### src/rtl/core/ctl_pkg.sv
// Shared types and constants for the circular trace log with snapshot.
`default_nettype none
package ctl_pkg;

	localparam int unsigned RING_BYTES = 8192;
	localparam int POS_W = $clog2(RING_BYTES);
	localparam int STORE_DEPTH = 2 * RING_BYTES;
	localparam int STORE_AW = $clog2(STORE_DEPTH);
	localparam int IDX_W = 13;
	localparam int ROOM_W = 14;
	localparam int LEN_W = 14;
	localparam int QUEUE_DEPTH = 2;
	localparam int QUEUE_AW = $clog2(QUEUE_DEPTH);
	localparam int QUEUE_CW = $clog2(QUEUE_DEPTH + 1);

	typedef enum logic [1:0] {
		CMD_APPEND  = 2'd0,
		CMD_RESTART = 2'd1,
		CMD_READ    = 2'd2
	} cmd_t;

	typedef struct packed {
		logic [1:0]        cmd;
		logic [7:0]        data_byte;
		logic [IDX_W-1:0]  read_index;
		logic [ROOM_W-1:0] read_room;
	} in_item_t;

	typedef struct packed {
		logic [7:0]       out_byte;
		logic             in_range;
		logic [LEN_W-1:0] readable_length;
		logic             snapshot_present;
	} out_item_t;

	// One store access handed from the front to the back.
	typedef struct packed {
		logic                is_write;
		logic [STORE_AW-1:0] addr;
		logic [7:0]          wdata;
		logic                hit;
		logic [LEN_W-1:0]    len;
		logic                present;
	} op_t;

endpackage
`default_nettype wire

### src/rtl/core/ctl_front.sv
// Front end: accepts commands, keeps ring and snapshot state, issues store ops.
`default_nettype none
module ctl_front (
	input  wire logic                clk,
	input  wire logic                arst_n,
	input  wire logic                in_valid,
	output logic                     in_ready,
	input  wire ctl_pkg::in_item_t   in_data,
	output logic                     push_valid,
	input  wire logic                push_ready,
	output ctl_pkg::op_t             push_op
);

	localparam int SUM_W = ctl_pkg::POS_W + 1;

	logic                        active_bank_q;
	logic [ctl_pkg::POS_W-1:0]   write_pos_q;
	logic                        ring_wrapped_q;
	logic                        log_started_q;
	logic [ctl_pkg::POS_W-1:0]   snap_pos_q;
	logic                        snap_wrapped_q;
	logic                        snap_valid_q;

	logic                        take;
	logic [ctl_pkg::LEN_W-1:0]   total;
	logic [ctl_pkg::ROOM_W-1:0]  room_m1;
	logic [ctl_pkg::LEN_W-1:0]   len;
	logic                        hit;
	logic [SUM_W-1:0]            sum;
	logic [SUM_W-1:0]            src_full;
	logic [ctl_pkg::POS_W-1:0]   src;
	logic [SUM_W-1:0]            pos_inc;
	logic                        new_bank;
	logic                        nxt_active_bank;
	logic [ctl_pkg::POS_W-1:0]   nxt_write_pos;
	logic                        nxt_ring_wrapped;
	logic                        nxt_log_started;
	logic [ctl_pkg::POS_W-1:0]   nxt_snap_pos;
	logic                        nxt_snap_wrapped;
	logic                        nxt_snap_valid;

	function automatic logic [ctl_pkg::STORE_AW-1:0] bank_addr(
		input logic bank,
		input logic [ctl_pkg::POS_W-1:0] pos
	);
		logic [ctl_pkg::STORE_AW-1:0] base;
		base = bank ? ctl_pkg::STORE_AW'(ctl_pkg::RING_BYTES) : '0;
		return base + ctl_pkg::STORE_AW'(pos);
	endfunction

	assign in_ready = push_ready;
	assign take = in_valid && push_ready;

	always_comb begin
		total = snap_wrapped_q ? ctl_pkg::LEN_W'(ctl_pkg::RING_BYTES)
			: ctl_pkg::LEN_W'(snap_pos_q);
		room_m1 = in_data.read_room - ctl_pkg::ROOM_W'(1);
		len = '0;
		if (snap_valid_q && in_data.read_room != '0) begin
			len = (ctl_pkg::LEN_W'(room_m1) < total) ? ctl_pkg::LEN_W'(room_m1) : total;
		end
		hit = ctl_pkg::LEN_W'(in_data.read_index) < len;
		sum = (snap_wrapped_q ? SUM_W'(snap_pos_q) : '0) + SUM_W'(in_data.read_index);
		src_full = (sum >= SUM_W'(ctl_pkg::RING_BYTES)) ?
			sum - SUM_W'(ctl_pkg::RING_BYTES) : sum;
		src = src_full[ctl_pkg::POS_W-1:0];
		pos_inc = SUM_W'(write_pos_q) + SUM_W'(1);
		new_bank = log_started_q ? ~active_bank_q : active_bank_q;

		nxt_active_bank = active_bank_q;
		nxt_write_pos = write_pos_q;
		nxt_ring_wrapped = ring_wrapped_q;
		nxt_log_started = log_started_q;
		nxt_snap_pos = snap_pos_q;
		nxt_snap_wrapped = snap_wrapped_q;
		nxt_snap_valid = snap_valid_q;

		push_valid = 1'b0;
		push_op = '0;
		push_op.hit = hit;
		push_op.len = len;
		push_op.present = snap_valid_q;

		unique case (in_data.cmd)
			ctl_pkg::CMD_APPEND: begin
				push_valid = in_valid;
				push_op.is_write = 1'b1;
				push_op.addr = bank_addr(active_bank_q, write_pos_q);
				push_op.wdata = in_data.data_byte;
				if (pos_inc >= SUM_W'(ctl_pkg::RING_BYTES)) begin
					nxt_write_pos = '0;
					nxt_ring_wrapped = 1'b1;
				end else begin
					nxt_write_pos = pos_inc[ctl_pkg::POS_W-1:0];
				end
			end
			ctl_pkg::CMD_RESTART: begin
				push_valid = in_valid;
				push_op.is_write = 1'b1;
				push_op.addr = bank_addr(new_bank, '0);
				push_op.wdata = 8'h00;
				if (log_started_q) begin
					nxt_snap_pos = write_pos_q;
					nxt_snap_wrapped = ring_wrapped_q;
					nxt_snap_valid = 1'b1;
				end
				nxt_active_bank = new_bank;
				nxt_log_started = 1'b1;
				nxt_write_pos = '0;
				nxt_ring_wrapped = 1'b0;
			end
			ctl_pkg::CMD_READ: begin
				push_valid = in_valid;
				push_op.is_write = 1'b0;
				push_op.addr = bank_addr(~active_bank_q, src);
			end
			default: begin
				push_valid = 1'b0;
			end
		endcase
	end

	always_ff @(posedge clk or negedge arst_n) begin
		if (!arst_n) begin
			active_bank_q <= 1'b0;
			write_pos_q <= '0;
			ring_wrapped_q <= 1'b0;
			log_started_q <= 1'b0;
			snap_pos_q <= '0;
			snap_wrapped_q <= 1'b0;
			snap_valid_q <= 1'b0;
		end else if (take) begin
			active_bank_q <= nxt_active_bank;
			write_pos_q <= nxt_write_pos;
			ring_wrapped_q <= nxt_ring_wrapped;
			log_started_q <= nxt_log_started;
			snap_pos_q <= nxt_snap_pos;
			snap_wrapped_q <= nxt_snap_wrapped;
			snap_valid_q <= nxt_snap_valid;
		end
	end

endmodule
`default_nettype wire

### config.mk
export PLATFORM = sky130hd
export DESIGN_NAME = ctl_front
export DESIGN_NICKNAME = d
export VERILOG_FILES = /design/src/rtl/core/ctl_pkg.sv /design/src/rtl/core/ctl_front.sv
export SDC_FILE = /design/constraint.sdc
export NUM_CORES = 1
export LEC_CHECK = 0
export ABC_CLOCK_PERIOD_IN_PS = 8000
export CAP_MARGIN = 15
export CORE_MARGIN = 10
export CORE_UTILIZATION = 65
export CTS_CLUSTER_DIAMETER = 100
export DETAILED_ROUTE_END_ITERATION = 7
export DONT_BUFFER_PORTS = 1
export GPL_TIMING_DRIVEN = 0
export PLACE_DENSITY = 0.81
export SETUP_SLACK_MARGIN = 0.02
export SLEW_MARGIN = 20
export SYNTH_ARGS = -nofsm -noshare
export SYNTH_HDL_FRONTEND = slang
export SYNTH_SLANG_ARGS = --single-unit
export TNS_END_PERCENT = 20
### constraint.sdc
create_clock -name clk -period 8 [get_ports clk]
set_clock_uncertainty 0.05 [all_clocks]
set_input_delay 1.6 -clock clk [delete_from_list [all_inputs] [get_ports clk]]
set_output_delay 1.6 -clock clk [all_outputs]
set_load 0.1 [all_outputs]
==> summary.txt <==
STA
  – Fmax: 128 MHz
  – Min cycle time layout: 7800 ps
  – Smallest setup slack after layout: a little under 200 ps
  – Tcrit/Tclk final: 97.5%
  – Final Max Tran Viols: 0
  – Tightest slew margin relative to the limit: between 20% and 30%
  – Post-Route Setup TNS: 0 ps
  – Count of endpoints failing hold in the final timing report: 0
  – Final count of negative-setup-slack endpoints: 0
  – Hold slack: 443 ps
  – Worst slew pin tran: 1120 ps

Clock tree
  – Number of buffers on the longest clock path: 2
  – Number of sinks handled by clock tree synthesis: 31
  – Number of H-tree branching levels: 2
  – Clock latency on the worst-skew pair: 300 ps
  – CTS buffer count: 5
  – CTS Root Buffer Type: clkbuf_8
  – CTS hold repair buffers: 0
  – Clock Pin Slew Worst Setup and Hold Paths: 70 ps
  – TritonCTS clock tree: yes

Power
  – VDD IR-drop max: 202 uV
  – Pwr dens: 230 nW/um^2
  – Leakage power: 0.00176 uW
  – Post-layout power: 874 uW

Die
  – Num rows: 26
  – Core area: between 5000 and 6000 sq um
  – Effective utilization at floorplan: about two thirds
  – Full die area: 8590 sq um
  – Die boundary width: 92.7 microns
  – Die outline height: roughly 93 microns
  – Top-level I/O count: 82

Synth
  – Number of nets produced by synthesis: 503
  – Async S/R FF share, synth: 100%
  – Yosys cell types: 49
  – Portion of the post-synthesis area used by sequential elements: a little under a quarter
  – Gate Count Post-Synth: 422
  – Number of synthesized flops with an enable pin: 0
  – Dominant synthesized flop cell: dfrtp_1
  – Synthesized area per cell: 8.14 sq um
  – Warnings from Yosys: 0
  – Netlist Area Pre-Place: 3440 sq um
  – Post-synthesis sequential element count: 31

Critical path
  – Crit path largest cell delay: 670 ps
  – Reg2reg start: write_pos_q[7]$_DFFE_PN0P_
  – Path depth of the worst reg2reg path: 7
  – Setup slack of the worst register-to-register path: 5760 ps
  – Critical path endpoint category: primary output
  – Category of the worst setup path launch point: input port
  – CP Max Fanout: 5
  – Cell with the largest stage delay on the worst path: or4b_2
  – Count of buffer and inverter cells on the critical path: 2
  – Ordered list of cells on the worst path: or4_4, or4_4, or3_4, xnor2_4, ha_1, nand4_1, o41ai_4, buf_6, mux2i_2, nand2_1, ha_1, or4b_2, o21ai_1, mux2i_1, o22ai_1, buf_6
  – Data required time at the worst endpoint: 6350 ps
  – Capture instance of the worst register-to-register path: write_pos_q[3]$_DFFE_PN0P_
  – Cell class contributing the biggest share of worst-path delay: simple AND/OR/NAND/NOR gates
  – Arrival time of data at the critical path endpoint: 6150 ps
  – Crit Path Category: in -> out

Finish
  – Fraction of final layout cells with drive strength greater than 1: 14.7%
  – Footprint of the multi-input gates: 2640 sq um
  – Inserted Diodes: 0
  – Signed area change from the synthesized netlist to the final layout: 10.7%
  – Utilization after layout: 74.4%
  – Nets: 515
  – Number of inserted filler cells in the final layout: 410
  – Sequential cell area: 776 sq um

Drt
  – Detailed-route DRC error count: 0
  – Routed wire per std cell: 19.2 microns
  – Number of DRC markers after the initial detailed-route iteration: between 200 and 300
  – Number of iterations in the first detailed-routing pass: 5
  – Total via count after detailed routing: 3235
  – Final Routed Wirelength: between 9 and 10 mm
  – Number of vias per cell: 6.41
  – Remaining antenna violation count after routing: 0

GRT
  – Vias in the first global route: 3148
  – Pin count of the biggest net entering global routing: 32
  – Global-route wire length before repair: 15.5 mm
  – Initial antenna violation count: 0
  – Overflow left after global routing: 0
  – GRT Resource Usage Total: between 20 and 25%

Place
  – Routability cong.: 0.888
  – Post-Place Setup Slack: about 6.9 ps
  – Detailed Place HPWL: 7.55 mm
  – Count of buffers inserted at the top-level ports: 0

Run status
  – Result of the run: completed

Worst hold path
  – Hold worst-path end: log_started_q$_DFFE_PN0P_
  – Kind of path behind the tightest hold check: reg -> reg
  – Worst hold path startpoint: log_started_q$_DFFE_PN0P_
  – Hold path depth: 1

Run
  – Max-cap violations: 0
## worst register-to-register path: stages (launching register included)
cell,delay [ps]
dfrtp_1,320
clkbuf_1,290
and3_1,270
nand4_1,130
o21ai_1,520
nor2_1,300
nand2_1,140
o21ai_0,90
## final cells by class
class | count | share of cell area, %
inverter | 10 | 0.987
tap | 70 | 2.30
buffer | 19 | 2.86
clock buffer | 6 | 2.17
clock inverter | 2 | 0.921
sequential | 31 | 20.4
timing repair buffer | 5 | 0.921
multi-input combinational | 362 | 69.4
## power by group
| part | total, uW | internal [uW] | switching [uW] |
|---|---|---|---|
| Clock | 166 | 101 | 65.6 |
| Sequential | 186 | 170 | 16.4 |
| Combinational | 522 | 125 | 397 |
| Total | 874 | 395 | 479 |
## registers in the layout, summed over array words and instances (netlist names)
register	count
snap_pos_q	13
write_pos_q	13
active_bank_q	1
log_started_q	1
ring_wrapped_q	1
snap_valid_q	1
snap_wrapped_q	1
## cells in the mapped netlist (3+ instances only)
| master | instances | area [sq um] |
|---|---|---|
| nor3_1 | 8 | 40.0 |
| and2_1 | 27 | 169 |
| or4_1 | 3 | 22.5 |
| nand3_1 | 6 | 30.0 |
| o211ai_1 | 8 | 60.1 |
| nor2_1 | 34 | 128 |
| clkbuf_1 | 11 | 41.3 |
| a31oi_1 | 3 | 18.8 |
| and3_1 | 9 | 56.3 |
| a211oi_1 | 8 | 60.1 |
| mux2i_1 | 15 | 150 |
| xnor2_1 | 13 | 114 |
| o21ai_0 | 37 | 185 |
| ha_1 | 39 | 488 |
| mux2_2 | 15 | 169 |
| inv_1 | 10 | 37.5 |
| dfrtp_1 | 31 | 776 |
| nand2b_1 | 3 | 18.8 |
| nand2_1 | 57 | 214 |
| a21oi_1 | 19 | 95.1 |
| o211a_1 | 8 | 80.1 |
| xor2_1 | 8 | 70.1 |
| a21o_1 | 8 | 60.1 |
| buf_4 | 4 | 30.0 |
| nand4_1 | 7 | 43.8 |
## how the worst max path moves through the flow
| stage | start | end | depth (start not counted) |
|---|---|---|---|
| final | in_data[3] | push_op[15] | 16 |
| after global routing | in_data[3] | push_op[15] | 16 |
| after CTS | in_data[3] | push_op[15] | 16 |
| after detailed placement | in_data[3] | push_op[15] | 16 |
| after global placement | in_data[3] | push_op[15] | 16 |
| after floorplan | in_data[3] | push_op[15] | 16 |
## cells by family (layout without fill, tap and decap cells)
family	count (synthesis)	in the layout	synth area share [%]
and+or+nand+nor	169	169	24.7
xor gates and xnor gates	22	22	6.15
muxes	30	30	9.29
buffers and inverters	29	42	3.86
AOI/OAI and AO/OA	101	101	18.7
DFF	31	31	22.6
adders and majority gates	40	40	14.8
## metrics by stage
| step | area [sq um] | cells |
|---|---|---|
| 6_report | 3800 | 505 |
| 5_1_grt | 3800 | 505 |
| 4_1_cts | 3720 | 500 |
| 3_5_place_dp | 3600 | 492 |
| 3_3_place_gp | 3520 | 492 |
| 2_1_floorplan | 3440 | 422 |
## timing repair
item	CTS	global route
setup endpoints to repair	1	1
pin swaps	0	5
buffers inserted	0	5
gates resized for setup	1	12
## layer usage
layer | global-route usage (%) | up-vias | part of all wire (%)
met5 | 0 | - | 0
li1 | - | 1539 | -
met2 | 35.6 | 116 | 47
met1 | 26.4 | 1563 | 42
met4 | 6.30 | 0 | 1.8
met3 | 7.18 | 17 | 9.3
## cell usage in the layout (no fill, tap or decap), types with 2 or more instances in the layout
cell / instances
nand2_1: 57
nand4_1: 7
nor2_1: 24
or4_4: 2
a31oi_1: 3
o21ai_0: 35
mux2_2: 15
xnor2_1: 13
nand2b_1: 3
mux2i_1: 14
a21o_1: 8
a21oi_1: 18
a211oi_1: 5
buf_1: 2
a211oi_4: 3
xor2_1: 8
clkbuf_8: 6
nand3_1: 6
nor4_1: 2
nor3_1: 7
inv_1: 10
clkbuf_1: 10
nor2_2: 10
ha_1: 39
o211a_1: 8
dfrtp_1: 31
and3_1: 9
and2_1: 27
nor2b_1: 2
or2_2: 2
o211ai_1: 8
buf_6: 3
nor3_2: 2
or4_1: 3
o21bai_1: 2
o21ai_1: 2
buf_4: 7
No activity file was read; power rests on OpenSTA's default activity.
