## config.mk

```make
export PLATFORM = sky130hd
export DESIGN_NAME = ctl_queue
export DESIGN_NICKNAME = d
export VERILOG_FILES = /design/src/rtl/core/ctl_pkg.sv /design/src/rtl/core/ctl_queue.sv
export SDC_FILE = /design/constraint.sdc
export NUM_CORES = 1
export LEC_CHECK = 0
export BUFFER_PORTS_ARGS = -buffer_cell sky130_fd_sc_hd__buf_2
export CAP_MARGIN = 20
export CELL_PAD_IN_SITES_DETAIL_PLACEMENT = 2
export CELL_PAD_IN_SITES_GLOBAL_PLACEMENT = 2
export CORE_UTILIZATION = 40
export DETAILED_ROUTE_END_ITERATION = 10
export PLACE_DENSITY_LB_ADDON = 0.1
export SYNTH_ARGS = -nofsm -noshare
export SYNTH_HDL_FRONTEND = slang
export SYNTH_SLANG_ARGS = --single-unit
```

## constraint.sdc

```tcl
create_clock -name clk -period 5 [get_ports clk]
set_clock_uncertainty 0.2 [all_clocks]
set_input_delay 1 -clock clk [delete_from_list [all_inputs] [get_ports clk]]
set_output_delay 1 -clock clk [all_outputs]
set_load 0.1 [all_outputs]
```

## src/rtl/core/ctl_pkg.sv

```systemverilog
// Shared types and constants for the circular trace log with snapshot.
`default_nettype none
package ctl_pkg;

	localparam int unsigned RING_BYTES = 8192;
	localparam int POS_W = $clog2(RING_BYTES);
	localparam int STORE_DEPTH = 2 * RING_BYTES;
	localparam int STORE_AW = $clog2(STORE_DEPTH);
	localparam int IDX_W = 13;
	localparam int ROOM_W = 14;
	localparam int LEN_W = 14;
	localparam int QUEUE_DEPTH = 2;
	localparam int QUEUE_AW = $clog2(QUEUE_DEPTH);
	localparam int QUEUE_CW = $clog2(QUEUE_DEPTH + 1);

	typedef enum logic [1:0] {
		CMD_APPEND  = 2'd0,
		CMD_RESTART = 2'd1,
		CMD_READ    = 2'd2
	} cmd_t;

	typedef struct packed {
		logic [1:0]        cmd;
		logic [7:0]        data_byte;
		logic [IDX_W-1:0]  read_index;
		logic [ROOM_W-1:0] read_room;
	} in_item_t;

	typedef struct packed {
		logic [7:0]       out_byte;
		logic             in_range;
		logic [LEN_W-1:0] readable_length;
		logic             snapshot_present;
	} out_item_t;

	// One store access handed from the front to the back.
	typedef struct packed {
		logic                is_write;
		logic [STORE_AW-1:0] addr;
		logic [7:0]          wdata;
		logic                hit;
		logic [LEN_W-1:0]    len;
		logic                present;
	} op_t;

endpackage
`default_nettype wire

```

## src/rtl/core/ctl_queue.sv

```systemverilog
// Short FIFO of store ops between the front and the back.
`default_nettype none
module ctl_queue (
	input  wire logic         clk,
	input  wire logic         arst_n,
	input  wire logic         push_valid,
	output logic              push_ready,
	input  wire ctl_pkg::op_t push_op,
	output logic              pop_valid,
	input  wire logic         pop_ready,
	output ctl_pkg::op_t      pop_op
);

	ctl_pkg::op_t                entry_q [ctl_pkg::QUEUE_DEPTH];
	logic [ctl_pkg::QUEUE_AW-1:0] wr_ptr_q;
	logic [ctl_pkg::QUEUE_AW-1:0] rd_ptr_q;
	logic [ctl_pkg::QUEUE_CW-1:0] count_q;
	logic                         push;
	logic                         pop;

	assign push_ready = count_q != ctl_pkg::QUEUE_CW'(ctl_pkg::QUEUE_DEPTH);
	assign pop_valid = count_q != '0;
	assign pop_op = entry_q[rd_ptr_q];
	assign push = push_valid && push_ready;
	assign pop = pop_valid && pop_ready;

	always_ff @(posedge clk) begin
		if (push) begin
			entry_q[wr_ptr_q] <= push_op;
		end
	end

	always_ff @(posedge clk or negedge arst_n) begin
		if (!arst_n) begin
			wr_ptr_q <= '0;
			rd_ptr_q <= '0;
			count_q <= '0;
		end else begin
			if (push) begin
				wr_ptr_q <= (wr_ptr_q == ctl_pkg::QUEUE_AW'(ctl_pkg::QUEUE_DEPTH - 1)) ?
					'0 : wr_ptr_q + ctl_pkg::QUEUE_AW'(1);
			end
			if (pop) begin
				rd_ptr_q <= (rd_ptr_q == ctl_pkg::QUEUE_AW'(ctl_pkg::QUEUE_DEPTH - 1)) ?
					'0 : rd_ptr_q + ctl_pkg::QUEUE_AW'(1);
			end
			if (push && !pop) begin
				count_q <= count_q + ctl_pkg::QUEUE_CW'(1);
			end else if (pop && !push) begin
				count_q <= count_q - ctl_pkg::QUEUE_CW'(1);
			end
		end
	end

endmodule
`default_nettype wire

```

==> key figures, run 1 <==
Worst setup path
  – CP required: ~3.8 ns
  – Peak fanout along the critical path: 40
  – Worst Path Class, Setup: flop to output port
  – R2r startpoint: count_q[0]
  – Levels on crit path: 2
  – Worst reg2reg endpoint: entry_q[1][13]
  – CP max stage delay: about 0.98 ns
  – Worst-case reg-to-reg path depth: 2
  – Type of origin of the critical path: flop
  – CP startpoint: rd_ptr_q
  – Reg2reg setup slack: between 2 and 3 ns
  – Worst path arrival time: ~2.1 ns
  – CP cell instances: mux2_2 -> buf_2
  – Slowest CP cell: dfrtp_2
  – Crit path to: pop_op[12]
  – Crit path max-delay family: flip-flops
  – Worst Setup End Kind: output port
  – Critical path buffers and inverters: 1

Global routing
  – Gr ovfl total: 0
  – Initial antenna violation count: 0
  – Global-route usage over all layers: 17.5%
  – First-pass GRT wire length: ~9400 µm
  – Pin count of the biggest net entering global routing: 41
  – Vias in the first global route: around 1700

Synth
  – Unique cell type count in the Yosys netlist: 14
  – Mapped cell area: 0.00303 mm²
  – Syn Inst Count: approximately 140
  – Synth warnings: 0
  – Post-synthesis sequential area ratio: between 80% and 90%
  – Mean post-synth cell area: roughly 22 µm²
  – Post-synth net total: ~180
  – Register bit count reported by yosys: between 80 and 90

Die
  – Die W: ~89 µm
  – Placeable Area: ~0.0073 mm²
  – Initial Util: about two fifths
  – Die Y: a little under 90 µm
  – Full die area: roughly 0.0079 mm²
  – I/O Pins: 84
  – Cell row count: 31

Detailed routing
  – Post-DRT Antenna Nets: 0
  – # DRC: 0
  – DR WL/cell: 19.2 µm
  – Via density per instance: 4.66
  – Final WL: 6420 µm
  – DR pass1 iterations: 4
  – Total number of vias: between 1500 and 2000
  – Initial detailed-routing violation count: 68

Placed design
  – Number of port buffers: just over 80
  – Gpl congestion: 0.617
  – DP Wirelength: between 4000 and 5000 µm

Run
  – Max-cap violations: 0

CTS
  – Skew-Pair Late Insertion Delay: about 0.34 ns
  – Postcts setup bufs: 0
  – CTS resizes: 0
  – Clock tree buffer depth: 2
  – Root Buffer: clkbuf_8
  – CTS clk-pin slew, worst paths: 0.08 ns
  – CTS tree: done
  – Post-CTS Hold Fix Bufs: 0
  – H-tree levels: 3
  – Sink Count: between 80 and 90
  – Cts bufs inserted: 9

Timing
  – Max_slew headroom: between 30% and 40%
  – Min cycle time layout: 3.28 ns
  – Setup TNS: 0 ns
  – Setup violators final: 0
  – RSZ-0062 raised after global routing: no
  – Pins Over Slew Limit: 0
  – Final Hold Vio Count: 0
  – Slew at the pin with the worst max-slew slack: 0.973 ns
  – Fin crit share: between 60% and 70%
  – Fmax: 305 MHz

Run status
  – Outcome: completed

Finish
  – Commonest cells after routing, fill and taps aside: 83 x buf_2, 78 x edfxtp_1, 39 x mux2_2, 9 x clkbuf_8, 4 x clkinv_2
  – Most common cell after layout, fill and taps aside: buf_2
  – Area growth syn-to-layout: 23.4%
  – Final nets: 274
  – Antenna Cells: 0
  – Layout cells sized above 1: 61.3%

Min path
  – Worst hold-check path type: input pin to async pin
==> worst reg2reg max path: cells and delay by family (launching register included) <==
family | cells | cell delay, ns
flops | 1 | 0.44
simple gates | 2 | 1.01
==> logic make-up after synthesis <==
| family | share of synthesized area, % |
|---|---|
| flops | 80.5 |
| mux | 14.5 |
| simple gates | 1.53 |
| xor+xnor | 1.44 |
| buf+inv | 1.61 |
| fa+ha+maj | 0.412 |
==> registers in the layout (all words and copies together), names as in the netlist <==
| name | count |
|---|---|
| count_q | 2 |
| entry_q | 78 |
| rd_ptr_q | 1 |
| wr_ptr_q | 1 |
==> cells in the mapped netlist <==
| library cell | n | share of area (%) |
|---|---|---|
| and3_1 | 1 | 0.21 |
| buf_6 | 4 | 1.5 |
| dfrtp_1 | 4 | 3.3 |
| edfxtp_1 | 78 | 77 |
| ha_1 | 1 | 0.41 |
| inv_1 | 1 | 0.12 |
| mux2_2 | 39 | 14 |
| nand2_1 | 1 | 0.12 |
| nand2_2 | 1 | 0.21 |
| nand2b_4 | 1 | 0.45 |
| nor2_1 | 2 | 0.25 |
| or2_4 | 1 | 0.29 |
| xnor2_1 | 3 | 0.87 |
| xor2_1 | 2 | 0.58 |
==> metal layers <==
layer / track usage [%] / vias to the layer above / share of wire [%]
met2: 31.9 / 45 / 56
met4: 9.52 / 0 / 1.2
met5: 0 / - / 0
met3: 4.25 / 5 / 4.5
met1: 18.8 / 784 / 39
li1: - / 722 / -
==> cell type report <==
class	count	area [µm²]
Sequential cell	82	2440
Fill cell	706	3550
Multi-Input combinational cell	52	551
Timing Repair Buffer	84	435
Clock inverter	6	57.6
Inverter	1	3.75
Clock buffer	10	128
Tap cell	99	124
==> how the worst min path moves through the flow <==
stage / from / endpoint / slack, ns / cells past startpoint
finish: arst_n / count_q[0] / 0.25 / 1
global route: arst_n / count_q[0] / 0.24 / 1
CTS: arst_n / count_q[0] / 0.24 / 1
detailed placement: wr_ptr_q / wr_ptr_q / 0.34 / 1
global placement: count_q[0] / count_q[0] / 0.32 / 1
floorplan: wr_ptr_q / wr_ptr_q / 0.26 / 1
==> metrics by stage <==
stage	hold WS, ns	instances	worst slack, ns	cell area (µm²)	util [%]
after floorplan	0.261	139	1.62	3030	-
after global placement	0.318	317	2.10	3540	48.5
after detailed placement	0.343	317	2.05	3540	48.5
after CTS	0.237	333	1.67	3720	51.0
after global routing	0.237	334	1.61	3740	51.3
final	0.254	334	1.72	3740	51.3
Power of run 1 is not shown: default switching activity piles up to over one toggle a cycle in this logic, so the estimate is an artifact.
==> run 2, diff against run 1 <==
ABC_AREA = 1   (was default)
CORE_UTILIZATION = 34   (was 40)
clock period = 3.42 ns   (was 5 ns; I/O delays follow)
==> key figures, run 2 <==
Timing
  – Min cycle time layout: approximately 2.9 ns
  – Final Hold Vio Count: 0 (unchanged)
  – RSZ-0062 raised after global routing: no
  – Setup violators final: 0 (unchanged)
  – Slew at the pin with the worst max-slew slack: 0.841 ns (-0.132 ns)
  – Setup TNS: 0 ns (unchanged)
  – Fmax: roughly 340 MHz
  – Fin crit share: 86.2%
  – Min Hold Slack: 0.321 ns (+0.0665 ns)
  – Pins Over Slew Limit: 0 (unchanged)
  – Max_slew headroom: 43.9% (+8.8 points)

Synth
  – Synth cell count leaders: 123 x nand2_1, 78 x edfxtp_1, 8 x buf_6, 4 x dfrtp_1, 4 x inv_1
  – XOR/XNOR share of the synthesized area: 0.795% (-0.65 points)
  – Post-synth top flop: edfxtp_1
  – Number of enable flip-flop cells after synthesis: 78 (unchanged)
  – Async SR Flop Fraction: 4.88% (unchanged)
  – Post-synth net total: 277 (+51%)
  – Post-synth top area share: 74.4% (-2.9 points)
  – Simple-gate share of the synthesized area: 16.8% (+15 points)
  – Compound-gate portion of the synthesized area: 0% (unchanged)
  – Synth area leaders: edfxtp_1 74%, nand2_1 15%, dfrtp_1 3.2%, buf_6 2.9%, nand2_4 1.1%
  – Count leader, synth: nand2_1
  – Register bit count reported by yosys: 82 (unchanged)
  – Mux cell area share after synthesis: 0% (-14 points)
  – Post-synthesis adder-cell area fraction: 0.397% (-0.015 points)
  – Post-synthesis sequential area ratio: 77.6% (-3.0 points)
  – Top cell type by total area after synthesis: edfxtp_1
  – Unique cell type count in the Yosys netlist: 17 (+3)
  – Mapped cell area: 0.00315 mm² (+3.8%)
  – Syn Inst Count: 233 (+68%)
  – Largest family of logic cells by synthesized area: simple AND/OR/NAND/NOR gates
  – Synth warnings: 0 (unchanged)
  – Mean post-synth cell area: 13.5 µm² (-38%)

Die
  – Die Y: 98.2 µm (+10%)
  – I/O Pins: 84 (unchanged)
  – Cell row count: 34 (+9.7%)
  – Placeable Area: 0.00885 mm² (+21%)
  – Full die area: 0.00965 mm² (+22%)
  – Die W: 98.2 µm (+10%)
  – Initial Util: 35.6% (-6.0 points)

Finish
  – Largest Register: entry_q
  – Final nets: 366 (+34%)
  – Fillers: 915 (+30%)
  – Max FFs per register: 78 (unchanged)
  – Fin area: 0.00392 mm² (+4.7%)
  – Reg area: 0.00244 mm² (unchanged)
  – Layout cells sized above 1: 34.6% (-27 points)
  – Most common cell after layout, fill and taps aside: nand2_1
  – Top flop regs: entry_q x78, count_q x2
  – Antenna Cells: 0 (unchanged)
  – Commonest cells after routing, fill and taps aside: 123 x nand2_1, 83 x buf_2, 78 x edfxtp_1, 9 x clkbuf_8
  – Area of the multi-input gates: 583 µm² (+5.9%)
  – Area growth syn-to-layout: 24.5%

CTS
  – Clock tree buffer depth: 2 (unchanged)
  – H-tree levels: 3 (unchanged)
  – CTS tree: done
  – Root Buffer: clkbuf_8
  – CTS clk-pin slew, worst paths: 0.08 ns (about the same)
  – Sink Count: 82 (unchanged)
  – Skew-Pair Late Insertion Delay: 0.35 ns (about the same)
  – CTS resizes: 0 (unchanged)
  – Cts bufs inserted: 9 (unchanged)

Global routing
  – Initial antenna violation count: 0 (unchanged)
  – Pin count of the biggest net entering global routing: 42 (+2.4%)
  – Vias in the first global route: 2123 (+22%)
  – First-pass GRT wire length: 11000 µm (+16%)
  – Global-route usage over all layers: 15.7% (-1.9 points)
  – Gr ovfl total: 0 (unchanged)

Worst setup path
  – CP cell instances: inv_8 -> nand2_1 -> nand2_1 -> buf_2
  – Worst Path Class, Setup: flop to output port
  – Peak fanout along the critical path: 41 (+2.5%)
  – Worst Setup End Kind: output port
  – Slowest CP cell: dfrtp_2
  – CP required: 2.54 ns (-1.26 ns)
  – Worst path arrival time: 2.06 ns (-0.02 ns)
  – Critical path buffers and inverters: 2 (+1)
  – Crit path max-delay family: buffers and inverters
  – Most used cell along the critical path: nand2_1
  – Type of origin of the critical path: flop
  – CP max stage delay: 0.72 ns (-0.26 ns)

Detailed routing
  – Total number of vias: 1967 (+26%)
  – DR WL/cell: 15.9 µm (-18%)
  – Final WL: 6900 µm (+7.4%)
  – Via density per instance: 4.52 (-2.9%)
  – DR pass1 iterations: 6 (+2)
  – Post-DRT Antenna Nets: 0 (unchanged)
  – # DRC: 0 (unchanged)
  – Initial detailed-routing violation count: 48 (-29%)

Placed design
  – Gpl congestion: 0.632 (+2.4%)
  – Post-DP Area: 0.00365 mm² (+3.1%)
  – DP Wirelength: 4420 µm (+4.9%)
  – Number of port buffers: 83 (unchanged)

Run
  – Max-cap violations: 0 (unchanged)

Min path
  – Worst hold-check path type: input pin to flop

Run status
  – Outcome: completed
-- run 2: cell count changes after synthesis, moves of 2 or more --
cell     before  now
inv_1         1    4
nand2_4       0    3
xor2_1        2    0
xnor2_1       3    1
inv_2         0    2
nand2_1       1  123
buf_6         4    8
mux2_2       39    0
-- run 2: worst paths after layout --
check	start	slack, ns	to	cells after the start
max in group asynchronous	arst_n	2.39	rd_ptr_q	2
min	push_op[31]	0.32	entry_q[0][31]	1
max reg2reg	count_q[0]	1.56	entry_q[0][38]	5
min reg2reg	count_q[0]	0.34	count_q[0]	1
min in group asynchronous	arst_n	0.48	count_q[1]	2
max	rd_ptr_q	0.47	pop_op[35]	4
-- run 2: what timing repair did --
action                    4_1_cts  5_1_grt
buffers inserted                0        0
hold endpoints to repair        4        0
hold buffers                    1        0
-- run 2: metal layers --
layer  up-vias  wire [µm]  global-route usage, %  part of all wire (%)
li1        952          -                      -                     -
met1       952       2890                   18.8                    42
met2        54       3610                   27.6                    52
met3         9        261                   2.36                   3.8
met4         0        125                   7.58                   1.8
met5         -          0                      0                     0
-- run 2: layout make-up --
class | instances | area share [%]
sequential | 82 | 62.3
multi-input combinational | 135 | 14.9
timing repair buffer | 87 | 11.7
clock inverter | 7 | 3.57
tap | 108 | 3.45
clock buffer | 9 | 3.16
inverter | 7 | 0.862
-- run 2: through the flow --
step / utilization, % / cells / worst slack [ns]
final: 44.3 / 435 / 0.473
after global routing: 44.3 / 435 / 0.289
after CTS: 44.3 / 435 / 0.376
after detailed placement: 41.2 / 418 / 0.784
after global placement: 41.2 / 418 / 0.806
after floorplan: - / 233 / 0.312
-- run 2: cell families (layout without fill, tap and decap cells) --
| kind of cell | after synthesis | count (layout) |
|---|---|---|
| xor gates and xnor gates | 2 | 2 |
| adders and majority gates | 1 | 1 |
| buffers and inverters | 16 | 110 |
| DFF | 82 | 82 |
| and+or+nand+nor | 132 | 132 |
Power of run 2 is left out for the same reason.
